**src/rtl/whp_pkg.sv**
```systemverilog
package whp_pkg;
  localparam logic [31:0] TagRiff = 32'h4646_4952;
  localparam logic [31:0] TagWave = 32'h4556_4157;
  localparam logic [31:0] TagFmt  = 32'h2074_6D66;
  localparam logic [31:0] TagData = 32'h6174_6164;

  localparam logic [1:0] KindSample = 2'd0;
  localparam logic [1:0] KindStart  = 2'd1;
  localparam logic [1:0] KindEnd    = 2'd2;

  localparam logic [3:0] StOk        = 4'd0;
  localparam logic [3:0] StRiff      = 4'd1;
  localparam logic [3:0] StWave      = 4'd2;
  localparam logic [3:0] StCodec     = 4'd3;
  localparam logic [3:0] StTag       = 4'd4;
  localparam logic [3:0] StExtShort  = 4'd5;
  localparam logic [3:0] StValidBits = 4'd6;
  localparam logic [3:0] StSubformat = 4'd7;
  localparam logic [3:0] StChannels  = 4'd8;
  localparam logic [3:0] StBits      = 4'd9;
  localparam logic [3:0] StRate      = 4'd10;
  localparam logic [3:0] StZeroAlign = 4'd11;
  localparam logic [3:0] StTrunc     = 4'd12;
  localparam logic [3:0] StNoData    = 4'd13;

  localparam logic [15:0] CodecPcm   = 16'h0001;
  localparam logic [15:0] CodecFloat = 16'h0003;
  localparam logic [15:0] CodecExt   = 16'hFFFE;

  typedef struct packed {
    logic [1:0]  kind;
    logic [15:0] sample;
    logic [31:0] sample_count;
    logic [15:0] channel_count;
    logic [15:0] sample_bits;
    logic [31:0] sample_rate;
    logic [3:0]  status;
    logic        last;
  } rec_t;

  function automatic logic [7:0] pcm_guid(input logic [3:0] i);
    case (i)
      4'd0: pcm_guid = 8'h01;
      4'd6: pcm_guid = 8'h10;
      4'd8: pcm_guid = 8'h80;
      4'd11: pcm_guid = 8'hAA;
      4'd13: pcm_guid = 8'h38;
      4'd14: pcm_guid = 8'h9B;
      4'd15: pcm_guid = 8'h71;
      default: pcm_guid = 8'h00;
    endcase
  endfunction
endpackage

```
**src/rtl/whp_div.sv**
```systemverilog
// restoring divider, one quotient bit a cycle
module whp_div import whp_pkg::*; (
  input  logic        clk_i,
  input  logic        rst_ni,
  input  logic        start_i,
  input  logic [31:0] num_i,
  input  logic [31:0] den_i,
  output logic        done_o,
  output logic [31:0] quo_o
);
  logic [31:0] quo_q, quo_d, rem_q, rem_d, den_q, den_d;
  logic [5:0]  cnt_q, cnt_d;
  logic        busy_q, busy_d, done_q, done_d;
  logic [32:0] trial;

  always_comb begin
    quo_d = quo_q; rem_d = rem_q; den_d = den_q; cnt_d = cnt_q;
    busy_d = busy_q; done_d = 1'b0;
    trial = {rem_q, quo_q[31]} - {1'b0, den_q};
    if (start_i) begin
      quo_d = num_i; rem_d = '0; den_d = den_i; cnt_d = 6'd32; busy_d = 1'b1;
    end else if (busy_q) begin
      if (!trial[32]) begin
        rem_d = trial[31:0];
        quo_d = {quo_q[30:0], 1'b1};
      end else begin
        rem_d = {rem_q[30:0], quo_q[31]};
        quo_d = {quo_q[30:0], 1'b0};
      end
      cnt_d = cnt_q - 6'd1;
      if (cnt_q == 6'd1) begin
        busy_d = 1'b0; done_d = 1'b1;
      end
    end
  end

  always_ff @(posedge clk_i or negedge rst_ni) begin
    if (!rst_ni) begin
      busy_q <= 1'b0; done_q <= 1'b0; cnt_q <= '0;
    end else begin
      busy_q <= busy_d; done_q <= done_d; cnt_q <= cnt_d;
    end
  end

  always_ff @(posedge clk_i) begin
    quo_q <= quo_d; rem_q <= rem_d; den_q <= den_d;
  end

  assign done_o = done_q;
  assign quo_o  = quo_q;
endmodule

```
**src/rtl/wave_header_parser_core.sv**
```systemverilog
// A header or sample byte is accepted, and any result it makes is registered before it shows.
// The end of a fmt chunk shorter than 18 bytes runs two divides before the next byte is
// taken; a data chunk header runs one before its start record; both waits are set by
// the shared divider.
// Throughput: one byte per cycle otherwise, ready drops while a result waits.
// Reset: asynchronous active low; parser returns to file head, required_rate = 44100.
module wave_header_parser_core import whp_pkg::*; (
  input  logic        clk_i,
  input  logic        rst_ni,
  input  logic        s_axis_tvalid_i,
  output logic        s_axis_tready_o,
  input  logic [7:0]  s_axis_tdata_i,   // byte_value
  input  logic        s_axis_tlast_i,   // last_byte
  output logic        m_axis_tvalid_o,
  input  logic        m_axis_tready_i,
  // sample[15:0], sample_count[47:16], channel_count[63:48], sample_bits[79:64],
  // sample_rate[111:80], status[115:112], zero fill to 120
  output logic [119:0] m_axis_tdata_o,
  output logic [1:0]  m_axis_tuser_o,   // kind
  output logic        m_axis_tlast_o,   // last
  input  logic        psel_i,
  input  logic        penable_i,
  input  logic        pwrite_i,
  input  logic [1:0]  paddr_i,
  input  logic [31:0] pwdata_i,
  output logic [31:0] prdata_o,
  output logic        pready_o
);
  // phases
  localparam logic [3:0] PhHead = 4'd0, PhChdr = 4'd1, PhFmt = 4'd2, PhData = 4'd3,
                         PhSkip = 4'd4, PhPad = 4'd5, PhHalt = 4'd6;
  // sequencer: byte accept, divides, then result emission
  localparam logic [2:0] SqIdle = 3'd0, SqDiv1 = 3'd1, SqDiv2 = 3'd2, SqDivD = 3'd3,
                         SqOut = 3'd4;

  logic [31:0] req_rate_q;
  assign pready_o = 1'b1;
  assign prdata_o = (paddr_i == 2'd0) ? req_rate_q : 32'd0;

  always_ff @(posedge clk_i or negedge rst_ni) begin
    if (!rst_ni) req_rate_q <= 32'd44100;
    else if (psel_i && penable_i && pwrite_i && paddr_i == 2'd0) req_rate_q <= pwdata_i;
  end

  logic [3:0]  ph_q, ph_d;
  logic [2:0]  sq_q, sq_d;
  logic [31:0] off_q, off_d, tag_q, tag_d, len_q, len_d, rate_q, rate_d, brate_q, brate_d;
  logic [31:0] left_q, left_d;
  logic [15:0] fc_q, fc_d, ch_q, ch_d, al_q, al_d, bits_q, bits_d, ext_q, ext_d;
  logic [15:0] vb_q, vb_d;
  logic [7:0]  lo_q, lo_d;
  logic        gm_q, gm_d, acc_q, acc_d, lastp_q, lastp_d;
  logic [3:0]  err_q, err_d;
  // up to two pending results
  rec_t        r0_q, r0_d, r1_q, r1_d;
  logic [1:0]  nres_q, nres_d;

  logic        div_start, div_done;
  logic [31:0] div_num, div_den, div_quo;

  whp_div u_div (
    .clk_i, .rst_ni, .start_i(div_start), .num_i(div_num), .den_i(div_den),
    .done_o(div_done), .quo_o(div_quo)
  );

  wire in_acc  = s_axis_tvalid_i && s_axis_tready_o;
  wire out_acc = m_axis_tvalid_o && m_axis_tready_i;
  assign s_axis_tready_o = (sq_q == SqIdle) && (nres_q == 2'd0);
  assign m_axis_tvalid_o = (sq_q == SqOut) && (nres_q != 2'd0);
  assign m_axis_tuser_o  = r0_q.kind;
  assign m_axis_tlast_o  = r0_q.last;
  assign m_axis_tdata_o  = {4'd0, r0_q.status, r0_q.sample_rate, r0_q.sample_bits,
                            r0_q.channel_count, r0_q.sample_count, r0_q.sample};

  function automatic logic [31:0] pb(input logic [31:0] f, input logic [1:0] k,
                                     input logic [7:0] b);
    logic [31:0] r;
    r = f;
    r[k*8 +: 8] = b;
    return r;
  endfunction

  logic [31:0] offn, cnt, pairs;
  logic        fail_f;
  logic [3:0]  fcode;
  rec_t        er;

  always_comb begin
    ph_d = ph_q; sq_d = sq_q; off_d = off_q; tag_d = tag_q; len_d = len_q;
    fc_d = fc_q; ch_d = ch_q; rate_d = rate_q; brate_d = brate_q; al_d = al_q;
    bits_d = bits_q; ext_d = ext_q; vb_d = vb_q; gm_d = gm_q; lo_d = lo_q;
    left_d = left_q; err_d = err_q; acc_d = acc_q; lastp_d = lastp_q;
    r0_d = r0_q; r1_d = r1_q; nres_d = nres_q;
    div_start = 1'b0; div_num = brate_q; div_den = rate_q;
    offn = off_q + 32'd1; cnt = div_quo; pairs = {1'b0, len_q[31:1]};
    fail_f = 1'b0; fcode = StOk; er = '0;

    unique case (sq_q)
      SqIdle: if (in_acc) begin
        lastp_d = s_axis_tlast_i;
        sq_d = SqOut;
        case (ph_q)
          PhHead: begin
            tag_d = pb(tag_q, off_q[1:0], s_axis_tdata_i);
            off_d = offn;
            if (off_q == 32'd3 && tag_d != TagRiff) begin
              err_d = StRiff; ph_d = PhHalt;
            end else if (off_q == 32'd11) begin
              if (tag_d != TagWave) begin
                err_d = StWave; ph_d = PhHalt;
              end else begin
                ph_d = PhChdr; off_d = '0; tag_d = '0;
              end
            end
          end
          PhChdr: begin
            if (off_q[2] == 1'b0) tag_d = pb(tag_q, off_q[1:0], s_axis_tdata_i);
            else len_d = pb(len_q, off_q[1:0], s_axis_tdata_i);
            off_d = offn;
            if (off_q == 32'd7) begin
              off_d = '0;
              if (tag_d == TagFmt) begin
                gm_d = 1'b1; ph_d = PhFmt;
                if (len_d == 32'd0) begin
                  sq_d = SqDiv1; // fmt end check
                end
              end else if (tag_d == TagData) begin
                if (ch_q != 16'd1) begin err_d = StChannels; ph_d = PhHalt; end
                else if (bits_q != 16'd16) begin err_d = StBits; ph_d = PhHalt; end
                else if (rate_q != req_rate_q) begin err_d = StRate; ph_d = PhHalt; end
                else if (al_q == 16'd0) begin err_d = StZeroAlign; ph_d = PhHalt; end
                else begin
                  ph_d = PhData; sq_d = SqDivD;
                  div_start = 1'b1; div_num = len_d; div_den = {16'd0, al_q};
                end
              end else begin
                ph_d = PhSkip;
                if (len_d == 32'd0) ph_d = PhChdr;
              end
            end
          end
          PhFmt, PhData, PhSkip: begin
            if (ph_q == PhFmt) begin
              if (len_q >= 32'd14 && off_q < 32'd14) begin
                if (off_q < 32'd2)
                  fc_d = 16'(pb({16'd0, fc_q}, off_q[1:0], s_axis_tdata_i));
                else if (off_q < 32'd4)
                  ch_d = 16'(pb({16'd0, ch_q}, off_q[1:0] - 2'd2, s_axis_tdata_i));
                else if (off_q < 32'd8) rate_d = pb(rate_q, off_q[1:0], s_axis_tdata_i);
                else if (off_q < 32'd12) brate_d = pb(brate_q, off_q[1:0], s_axis_tdata_i);
                else al_d = 16'(pb({16'd0, al_q}, off_q[1:0], s_axis_tdata_i));
              end else if (len_q >= 32'd18 && off_q >= 32'd14 && off_q < 32'd18) begin
                if (off_q < 32'd16)
                  bits_d = 16'(pb({16'd0, bits_q}, off_q[1:0] - 2'd2, s_axis_tdata_i));
                else ext_d = 16'(pb({16'd0, ext_q}, off_q[1:0], s_axis_tdata_i));
              end else if (len_q >= 32'd40 && off_q >= 32'd18 && off_q < 32'd40) begin
                if (off_q < 32'd20)
                  vb_d = 16'(pb({16'd0, vb_q}, off_q[1:0] - 2'd2, s_axis_tdata_i));
                else if (off_q >= 32'd24 &&
                         s_axis_tdata_i != pcm_guid(off_q[3:0] - 4'd8)) gm_d = 1'b0;
              end
            end else if (ph_q == PhData && left_q != 32'd0) begin
              if (!off_q[0]) lo_d = s_axis_tdata_i;
              else begin
                r0_d = '0; r0_d.kind = KindSample;
                r0_d.sample = {s_axis_tdata_i, lo_q};
                nres_d = 2'd1; left_d = left_q - 32'd1;
              end
            end
            off_d = offn;
            if (offn == len_q) begin
              off_d = '0;
              if (ph_q == PhFmt) sq_d = SqDiv1;
              else ph_d = len_q[0] ? PhPad : PhChdr;
            end
          end
          PhPad: begin
            ph_d = PhChdr; off_d = '0;
          end
          default: ;
        endcase
        // fmt close with a short chunk needs the divider
        if (sq_d == SqDiv1) begin
          if (fc_d != CodecPcm && fc_d != CodecFloat && fc_d != CodecExt) begin
            err_d = StCodec; ph_d = PhHalt; sq_d = SqOut;
          end else if (len_d < 32'd18) begin
            if (rate_d == 32'd0 || ch_d == 16'd0) begin
              err_d = StZeroAlign; ph_d = PhHalt; sq_d = SqOut;
            end else begin
              div_start = 1'b1; div_num = brate_d; div_den = rate_d;
            end
          end else sq_d = SqDiv2; // no divide: finish checks next state
        end
      end
      SqDiv1: if (div_done) begin
        div_start = 1'b1; div_num = div_quo; div_den = {16'd0, ch_q};
        sq_d = SqDiv2;
      end
      SqDiv2: if (len_q >= 32'd18 || div_done) begin
        if (len_q < 32'd18) begin
          bits_d = {div_quo[12:0], 3'b000};
        end
        if (len_q >= 32'd40) begin
          if (fc_q != CodecExt) begin fail_f = 1'b1; fcode = StTag; end
          else if (ext_q < 16'd22) begin fail_f = 1'b1; fcode = StExtShort; end
          else if (vb_q != bits_d) begin fail_f = 1'b1; fcode = StValidBits; end
          else if (!gm_q) begin fail_f = 1'b1; fcode = StSubformat; end
        end else begin
          ext_d = '0; vb_d = bits_d;
        end
        if (fail_f) begin
          err_d = fcode; ph_d = PhHalt;
        end else begin
          fc_d = CodecPcm;
          ph_d = len_q[0] ? PhPad : PhChdr;
        end
        sq_d = SqOut;
      end
      SqDivD: if (div_done) begin
        r0_d = '0; r0_d.kind = KindStart; r0_d.sample_count = cnt;
        r0_d.channel_count = ch_q; r0_d.sample_bits = bits_q; r0_d.sample_rate = rate_q;
        nres_d = 2'd1;
        left_d = (cnt < pairs) ? cnt : pairs;
        acc_d = 1'b1;
        if (len_q == 32'd0) ph_d = PhChdr;
        sq_d = SqOut;
      end
      SqOut: begin
        if (out_acc) begin
          r0_d = r1_q; nres_d = nres_q - 2'd1;
        end
        if (nres_d == 2'd0) sq_d = SqIdle;
      end
      default: sq_d = SqIdle;
    endcase

    // end status joins the queue once the byte's own work is finished; a byte
    // that finishes in its accept cycle carries its last flag straight from the port
    if (((sq_q == SqIdle) ? s_axis_tlast_i : lastp_q) && sq_d == SqOut
        && sq_q != SqOut) begin
      er.kind = KindEnd; er.last = 1'b1;
      if (err_d != StOk) er.status = err_d;
      else if (!((ph_d == PhChdr && off_d == '0) || ph_d == PhPad)) er.status = StTrunc;
      else er.status = acc_d ? StOk : StNoData;
      if (nres_d == 2'd0) r0_d = er;
      else r1_d = er;
      nres_d = nres_d + 2'd1;
      lastp_d = 1'b0;
      ph_d = PhHead; off_d = '0; tag_d = '0; len_d = '0; fc_d = '0; ch_d = '0;
      rate_d = '0; brate_d = '0; al_d = '0; bits_d = '0; ext_d = '0; vb_d = '0;
      gm_d = 1'b1; lo_d = '0; left_d = '0; err_d = StOk; acc_d = 1'b0;
    end
    if (sq_d == SqOut && nres_d == 2'd0) sq_d = SqIdle;
  end

  always_ff @(posedge clk_i or negedge rst_ni) begin
    if (!rst_ni) begin
      ph_q <= PhHead; sq_q <= SqIdle; off_q <= '0; tag_q <= '0; len_q <= '0;
      fc_q <= '0; ch_q <= '0; rate_q <= '0; brate_q <= '0; al_q <= '0; bits_q <= '0;
      ext_q <= '0; vb_q <= '0; gm_q <= 1'b1; lo_q <= '0; left_q <= '0;
      err_q <= StOk; acc_q <= 1'b0; lastp_q <= 1'b0; nres_q <= '0;
    end else begin
      ph_q <= ph_d; sq_q <= sq_d; off_q <= off_d; tag_q <= tag_d; len_q <= len_d;
      fc_q <= fc_d; ch_q <= ch_d; rate_q <= rate_d; brate_q <= brate_d; al_q <= al_d;
      bits_q <= bits_d; ext_q <= ext_d; vb_q <= vb_d; gm_q <= gm_d; lo_q <= lo_d;
      left_q <= left_d; err_q <= err_d; acc_q <= acc_d; lastp_q <= lastp_d;
      nres_q <= nres_d;
    end
  end

  always_ff @(posedge clk_i) begin
    r0_q <= r0_d; r1_q <= r1_d;
  end

  a_no_accept_pending: assert property (@(posedge clk_i) disable iff (!rst_ni)
    (nres_q != 2'd0) |-> !s_axis_tready_o) else $error("byte taken with results pending");
  a_halt_has_err: assert property (@(posedge clk_i) disable iff (!rst_ni)
    (ph_q == PhHalt) |-> (err_q != StOk)) else $error("halt without error");
  a_end_last: assert property (@(posedge clk_i) disable iff (!rst_ni)
    m_axis_tvalid_o |-> ((m_axis_tuser_o == KindEnd) == m_axis_tlast_o))
    else $error("last flag mismatch");
endmodule

```
**config.mk**
```make
export PLATFORM = sky130hd
export DESIGN_NAME = wave_header_parser_core
export DESIGN_NICKNAME = d
export VERILOG_FILES = /design/src/rtl/whp_pkg.sv /design/src/rtl/whp_div.sv /design/src/rtl/wave_header_parser_core.sv
export SDC_FILE = /design/constraint.sdc
export NUM_CORES = 2
export LEC_CHECK = 0
export BUFFER_PORTS_ARGS = -buffer_cell sky130_fd_sc_hd__buf_2
export CORE_MARGIN = 3
export CORE_UTILIZATION = 35
export CTS_CLUSTER_DIAMETER = 120
export CTS_CLUSTER_SIZE = 40
export DETAILED_ROUTE_END_ITERATION = 7
export GPL_TIMING_DRIVEN = 0
export HOLD_SLACK_MARGIN = 0.05
export PLACE_DENSITY = 0.63
export SLEW_MARGIN = 20
export SYNTH_ARGS = -nofsm -noshare
export SYNTH_HDL_FRONTEND = slang
export SYNTH_SLANG_ARGS = --single-unit
```
**constraint.sdc**
```tcl
create_clock -name clk_i -period 7.95 [get_ports clk_i]
set_input_delay 0.795 -clock clk_i [delete_from_list [all_inputs] [get_ports clk_i]]
set_output_delay 0.795 -clock clk_i [all_outputs]
set_load 0.1 [all_outputs]
```
==> report_table.html <==
<table>
<tr><th>Metric</th><th>Value</th></tr>
<tr><th colspan="2">Clock tree</th></tr>
<tr><td>Latest clock arrival within the worst-skew pair</td><td>680 ps</td></tr>
<tr><td>Clk pin slew, worst setup/hold paths</td><td>140 ps</td></tr>
<tr><td>Maximum level of the CTS H-tree</td><td>1</td></tr>
<tr><td>Buffer type at the clock tree root</td><td>sky130_fd_sc_hd__clkbuf_16</td></tr>
<tr><td>CTS tree</td><td>yes</td></tr>
<tr><td>Clock Sinks</td><td>570</td></tr>
<tr><td>Num CTS Buffers</td><td>25</td></tr>
<tr><td>Bufs on Longest Clock Path</td><td>3</td></tr>
<tr><th colspan="2">Yosys</th></tr>
<tr><td>Synthesized-area fraction occupied by ao, oa, aoi and oai cells</td><td>20.9%</td></tr>
<tr><td>Mux cell area share after synthesis</td><td>4.97%</td></tr>
<tr><td>Count of synthesis-stage warnings from yosys</td><td>0</td></tr>
<tr><td>Distinct cells, synth</td><td>99</td></tr>
<tr><td>Leading cell type by number of instances after synthesis</td><td>sky130_fd_sc_hd__nor2_1</td></tr>
<tr><td>Top cell type by total area after synthesis</td><td>sky130_fd_sc_hd__dfrtp_1</td></tr>
<tr><td>Synthesized instance count</td><td>4,127</td></tr>
<tr><td>Number of synthesized flops with an enable pin</td><td>68</td></tr>
<tr><td>Dominant combinational cell family by area after synthesis</td><td>simple AND/OR/NAND/NOR gates</td></tr>
<tr><td>Biggest area contributors in the synthesized netlist</td><td>sky130_fd_sc_hd__dfrtp_1, sky130_fd_sc_hd__dfxtp_1, sky130_fd_sc_hd__nor2_1, sky130_fd_sc_hd__edfxtp_1, sky130_fd_sc_hd__a21oi_1</td></tr>
<tr><td>Sequential-to-total area share from yosys stat</td><td>40.2%</td></tr>
<tr><td>Flip-flop and latch count after synthesis</td><td>570</td></tr>
<tr><td>Fraction of synthesized cell area in xor and xnor cells</td><td>3.36%</td></tr>
<tr><td>Post-synth top cells</td><td>sky130_fd_sc_hd__nor2_1, sky130_fd_sc_hd__nand2_1, sky130_fd_sc_hd__a21oi_1, sky130_fd_sc_hd__dfrtp_1, sky130_fd_sc_hd__clkbuf_1</td></tr>
<tr><td>Post-Syn Area per Cell</td><td>8.36 um^2</td></tr>
<tr><td>Share of the synthesized area in the top cell type</td><td>24.9%</td></tr>
<tr><td>Total standard cell area after synthesis</td><td>0.0345 mm^2</td></tr>
<tr><td>Post-synthesis adder-cell area fraction</td><td>2.78%</td></tr>
<tr><td>Fraction of registers with async set/reset</td><td>61.6%</td></tr>
<tr><td>Synthesized-area fraction occupied by and/or/nand/nor cells</td><td>23.0%</td></tr>
<tr><td>Most instantiated flip-flop cell in the synthesis netlist</td><td>sky130_fd_sc_hd__dfrtp_1</td></tr>
<tr><th colspan="2">Final layout</th></tr>
<tr><td>Fin area</td><td>0.0387 mm^2</td></tr>
<tr><td>Final layout net count</td><td>4,514</td></tr>
<tr><td>Share of post-route cells with drive strength above 1</td><td>11.7%</td></tr>
<tr><td>Area growth from synthesis to final layout</td><td>12.3%</td></tr>
<tr><td>Finished Layout Cells</td><td>5,688</td></tr>
<tr><td>Util after Layout</td><td>39.8%</td></tr>
<tr><td>Count of filler cells inserted in the layout</td><td>9,998</td></tr>
<tr><td>Storage cell area</td><td>0.0139 mm^2</td></tr>
<tr><td>Combined area of the multi-input logic cells</td><td>0.0192 mm^2</td></tr>
<tr><th colspan="2">Route</th></tr>
<tr><td>Highest signal layer in the routed design</td><td>met5</td></tr>
<tr><td>Vias after detailed routing</td><td>35,323</td></tr>
<tr><td>Violation count after the first detailed-routing iteration</td><td>4,915</td></tr>
<tr><td>Post-DR vias/cell</td><td>6.21</td></tr>
<tr><td>Total detailed-routing wirelength</td><td>157,000 um</td></tr>
<tr><td>Met3 wire len</td><td>17,700 um</td></tr>
<tr><td>Number of iterations in the first detailed-routing pass</td><td>8</td></tr>
<tr><td>Post-DRT Antenna Nets</td><td>0</td></tr>
<tr><td>Remaining routing DRC violations</td><td>0</td></tr>
<tr><td>WL per Instance</td><td>27.7 um</td></tr>
<tr><td>Routed wire length on met2</td><td>67,500 um</td></tr>
<tr><td>Routed metal-1 wire length</td><td>63,600 um</td></tr>
<tr><th colspan="2">GRT</th></tr>
<tr><td>First-pass GRT wire length</td><td>226,000 um</td></tr>
<tr><td>Largest net degree at the start of global routing</td><td>94</td></tr>
<tr><td>Number of global-route vias before repair</td><td>32,713</td></tr>
<tr><td>Leftover overflow at the end of global routing</td><td>0</td></tr>
<tr><td>Total global routing track utilization</td><td>29.4%</td></tr>
<tr><td>Antenna violations before repair</td><td>3</td></tr>
<tr><th colspan="2">STA</th></tr>
<tr><td>Final period utilization</td><td>101%</td></tr>
<tr><td>Relative slew margins</td><td>19.4%</td></tr>
<tr><td>Slew Viols, Final</td><td>0</td></tr>
<tr><td>Total negative slack</td><td>-511 ps</td></tr>
<tr><td>Final Hold Vio Count</td><td>0</td></tr>
<tr><td>Post-route setup slack</td><td>-40.8 ps</td></tr>
<tr><td>Transition time at the pin with the least slew margin</td><td>1200 ps</td></tr>
<tr><td>Final setup violation count</td><td>24</td></tr>
<tr><td>Fmax</td><td>125 MHz</td></tr>
<tr><td>Clock tree skew after final layout</td><td>86.1 ps</td></tr>
<tr><td>Crit path time final</td><td>7990 ps</td></tr>
<tr><th colspan="2">Die</th></tr>
<tr><td>Boundary Pins</td><td>208</td></tr>
<tr><td>Die Span X</td><td>320 um</td></tr>
<tr><td>Core Footprint</td><td>0.0973 mm^2</td></tr>
<tr><td>Chip Height</td><td>320 um</td></tr>
<tr><td>Initial core utilization</td><td>35.5%</td></tr>
<tr><td>Die area</td><td>0.102 mm^2</td></tr>
<tr><td>Cell Rows</td><td>114</td></tr>
<tr><th colspan="2">Status</th></tr>
<tr><td>Result of the run</td><td>finished with violations</td></tr>
<tr><td>Violations in the final reports</td><td>setup timing</td></tr>
<tr><th colspan="2">Placed design</th></tr>
<tr><td>Area post-placement</td><td>0.0375 mm^2</td></tr>
<tr><td>HPWL reported at the end of detailed placement</td><td>120,000 um</td></tr>
<tr><td># placed instances</td><td>5,622</td></tr>
<tr><td>IO Port Bufs</td><td>201</td></tr>
<tr><td>GPL Wtd Cong</td><td>1.03</td></tr>
<tr><th colspan="2">Flow run</th></tr>
<tr><td>Max-capacitance violation count</td><td>0</td></tr>
<tr><th colspan="2">Worst setup path</th></tr>
<tr><td>Capture point of the critical path</td><td>u_div.quo_o[25]</td></tr>
<tr><td>Critical path data required time</td><td>8330 ps</td></tr>
<tr><td>Critical path data arrival time</td><td>8370 ps</td></tr>
<tr><td>Top fanout value on the critical path</td><td>22</td></tr>
<tr><td>Critical R2R Capture</td><td>u_div.quo_o[25]</td></tr>
<tr><td>Element type at the critical path start</td><td>register</td></tr>
<tr><td>CP endpoint kind</td><td>register</td></tr>
<tr><td>Register-to-Register Path Depth</td><td>22</td></tr>
<tr><td>Worst setup startpoint</td><td>off_q[0]</td></tr>
<tr><td>Flop2flop setup slack</td><td>-40 ps</td></tr>
<tr><td>Startpoint-to-endpoint class of the critical path</td><td>register to register</td></tr>
<tr><td>Launching point of the worst reg2reg path</td><td>off_q[0]</td></tr>
<tr><th colspan="2">Hold path</th></tr>
<tr><td>Class of the worst hold path</td><td>primary input to register</td></tr>
<tr><th colspan="2">Power</th></tr>
<tr><td>P_leak</td><td>0.0163 uW</td></tr>
<tr><td>Pwr dens</td><td>135 mW/mm^2</td></tr>
<tr><td>Tot Pwr</td><td>5230 uW</td></tr>
<tr><td>Highest ir drop seen on vdd</td><td>141 uV</td></tr>
</table>
[worst min-delay path by stage]
stage                              endpoint         startpoint  depth (start not counted)  slack, ps
after detailed placement  m_axis_tuser_o[1]  m_axis_tuser_o[1]                          2        450
after global placement    m_axis_tuser_o[1]  m_axis_tuser_o[1]                          2        450
after global routing          req_rate_q[0]        pwdata_i[0]                          2        330
after CTS                     req_rate_q[7]        pwdata_i[7]                          2        320
after floorplan                     fc_q[1]            fc_q[1]                          2        450
final                         req_rate_q[7]        pwdata_i[7]                          2        350
[critical path: stages, from the launching register on]
cell	delay [ps]
sky130_fd_sc_hd__dfrtp_1	500
sky130_fd_sc_hd__buf_2	250
sky130_fd_sc_hd__buf_2	260
sky130_fd_sc_hd__clkbuf_1	340
sky130_fd_sc_hd__clkbuf_4	400
sky130_fd_sc_hd__inv_1	360
sky130_fd_sc_hd__ha_2	610
sky130_fd_sc_hd__clkbuf_1	380
sky130_fd_sc_hd__nand4b_1	870
sky130_fd_sc_hd__mux2i_1	620
sky130_fd_sc_hd__a2111oi_0	180
sky130_fd_sc_hd__nand3_1	250
sky130_fd_sc_hd__nor2_1	120
sky130_fd_sc_hd__nor2_1	260
sky130_fd_sc_hd__nand2_2	230
sky130_fd_sc_hd__and3_1	300
sky130_fd_sc_hd__nor2_1	160
sky130_fd_sc_hd__a21o_2	360
sky130_fd_sc_hd__clkbuf_4	390
sky130_fd_sc_hd__buf_2	380
sky130_fd_sc_hd__a21oi_4	100
sky130_fd_sc_hd__buf_12	190
sky130_fd_sc_hd__buf_16	170
[metrics by stage]
stage | hold slack [ps] | worst slack (ps)
floorplan | 449 | 890
global placement | 455 | -4390
detailed placement | 454 | -1710
CTS | 324 | 131
global route | 333 | -0.229
finish | 346 | -40.8
[metal layers]
metal,track usage (%),up-vias
met4,13.1,2
met1,40.0,17286
met3,6.83,435
met2,44.4,2151
met5,0.509,-
li1,-,15449
[placed cells by master (no fill, tap or decap), drive strengths merged, types with 17 or more instances in the layout]
master	count
dfxtp	151
nor4	68
nand4	73
nor2	602
inv	124
ha	75
xor2	41
a31oi	32
buf	313
o22ai	49
nor2b	34
o31ai	31
o2bb2ai	19
nand2	373
a21o	35
a32oi	18
a21oi	350
clkbuf	243
a211oi	39
or4	23
a22oi	191
dfrtp	344
and3	23
or3	32
nand2b	28
xnor2	89
and2	79
nor3	95
o21ai	230
a22o	17
edfxtp	68
nand3	112
mux2	74
mux2i	88
[layout make-up]
cell class	instances	area share, %
Tap cell	1276	4.12
Clock inverter	17	0.830
Multi-Input combinational cell	3146	49.6
Timing Repair Buffer	235	3.57
Buffer	293	3.24
Sequential cell	570	35.8
Clock buffer	29	1.68
Inverter	117	1.13
Antenna cell	5	0.0323
[registers in the layout, summed over array words and instances (netlist names), 6 cells and up]
| name | count |
|---|---|
| al_q | 16 |
| bits_q | 16 |
| brate_q | 32 |
| ch_q | 16 |
| ext_q | 15 |
| fc_q | 16 |
| left_q | 32 |
| len_q | 32 |
| lo_q | 8 |
| m_axis_tdata_o | 116 |
| off_q | 32 |
| rate_q | 32 |
| req_rate_q | 32 |
| tag_q | 32 |
| u_div.cnt_q | 6 |
| u_div.den_q | 32 |
| u_div.quo_o | 32 |
| u_div.rem_q | 32 |
| vb_q | 16 |
[report_power, final]
group	internal (uW)	total (uW)	switching [uW]
logic	97.2	339	242
clock network	702	1880	1180
registers	2970	3010	40.7
[kinds of logic (layout without fill, tap and decap cells)]
group,Yosys count,in the layout
buffers and inverters,414,691
flip-flops,570,570
AND/OR/NAND/NOR,1638,1638
other,2,10
AO/OA/AOI/OAI,1134,1134
adder cells (fa/ha/maj),76,76
XOR/XNOR,131,131
multiplexers,162,162
[repair_timing]
item | in CTS | in global routing
endpoints found under the hold margin | 27 | 0
pin swaps | 4 | 1
hold buffers | 1 | 0
setup endpoints to repair | 603 | 236
buffers inserted | 16 | 2
gates cloned | 0 | 0
resized for setup | 11 | 22
Power figures use the tool's default switching activity.
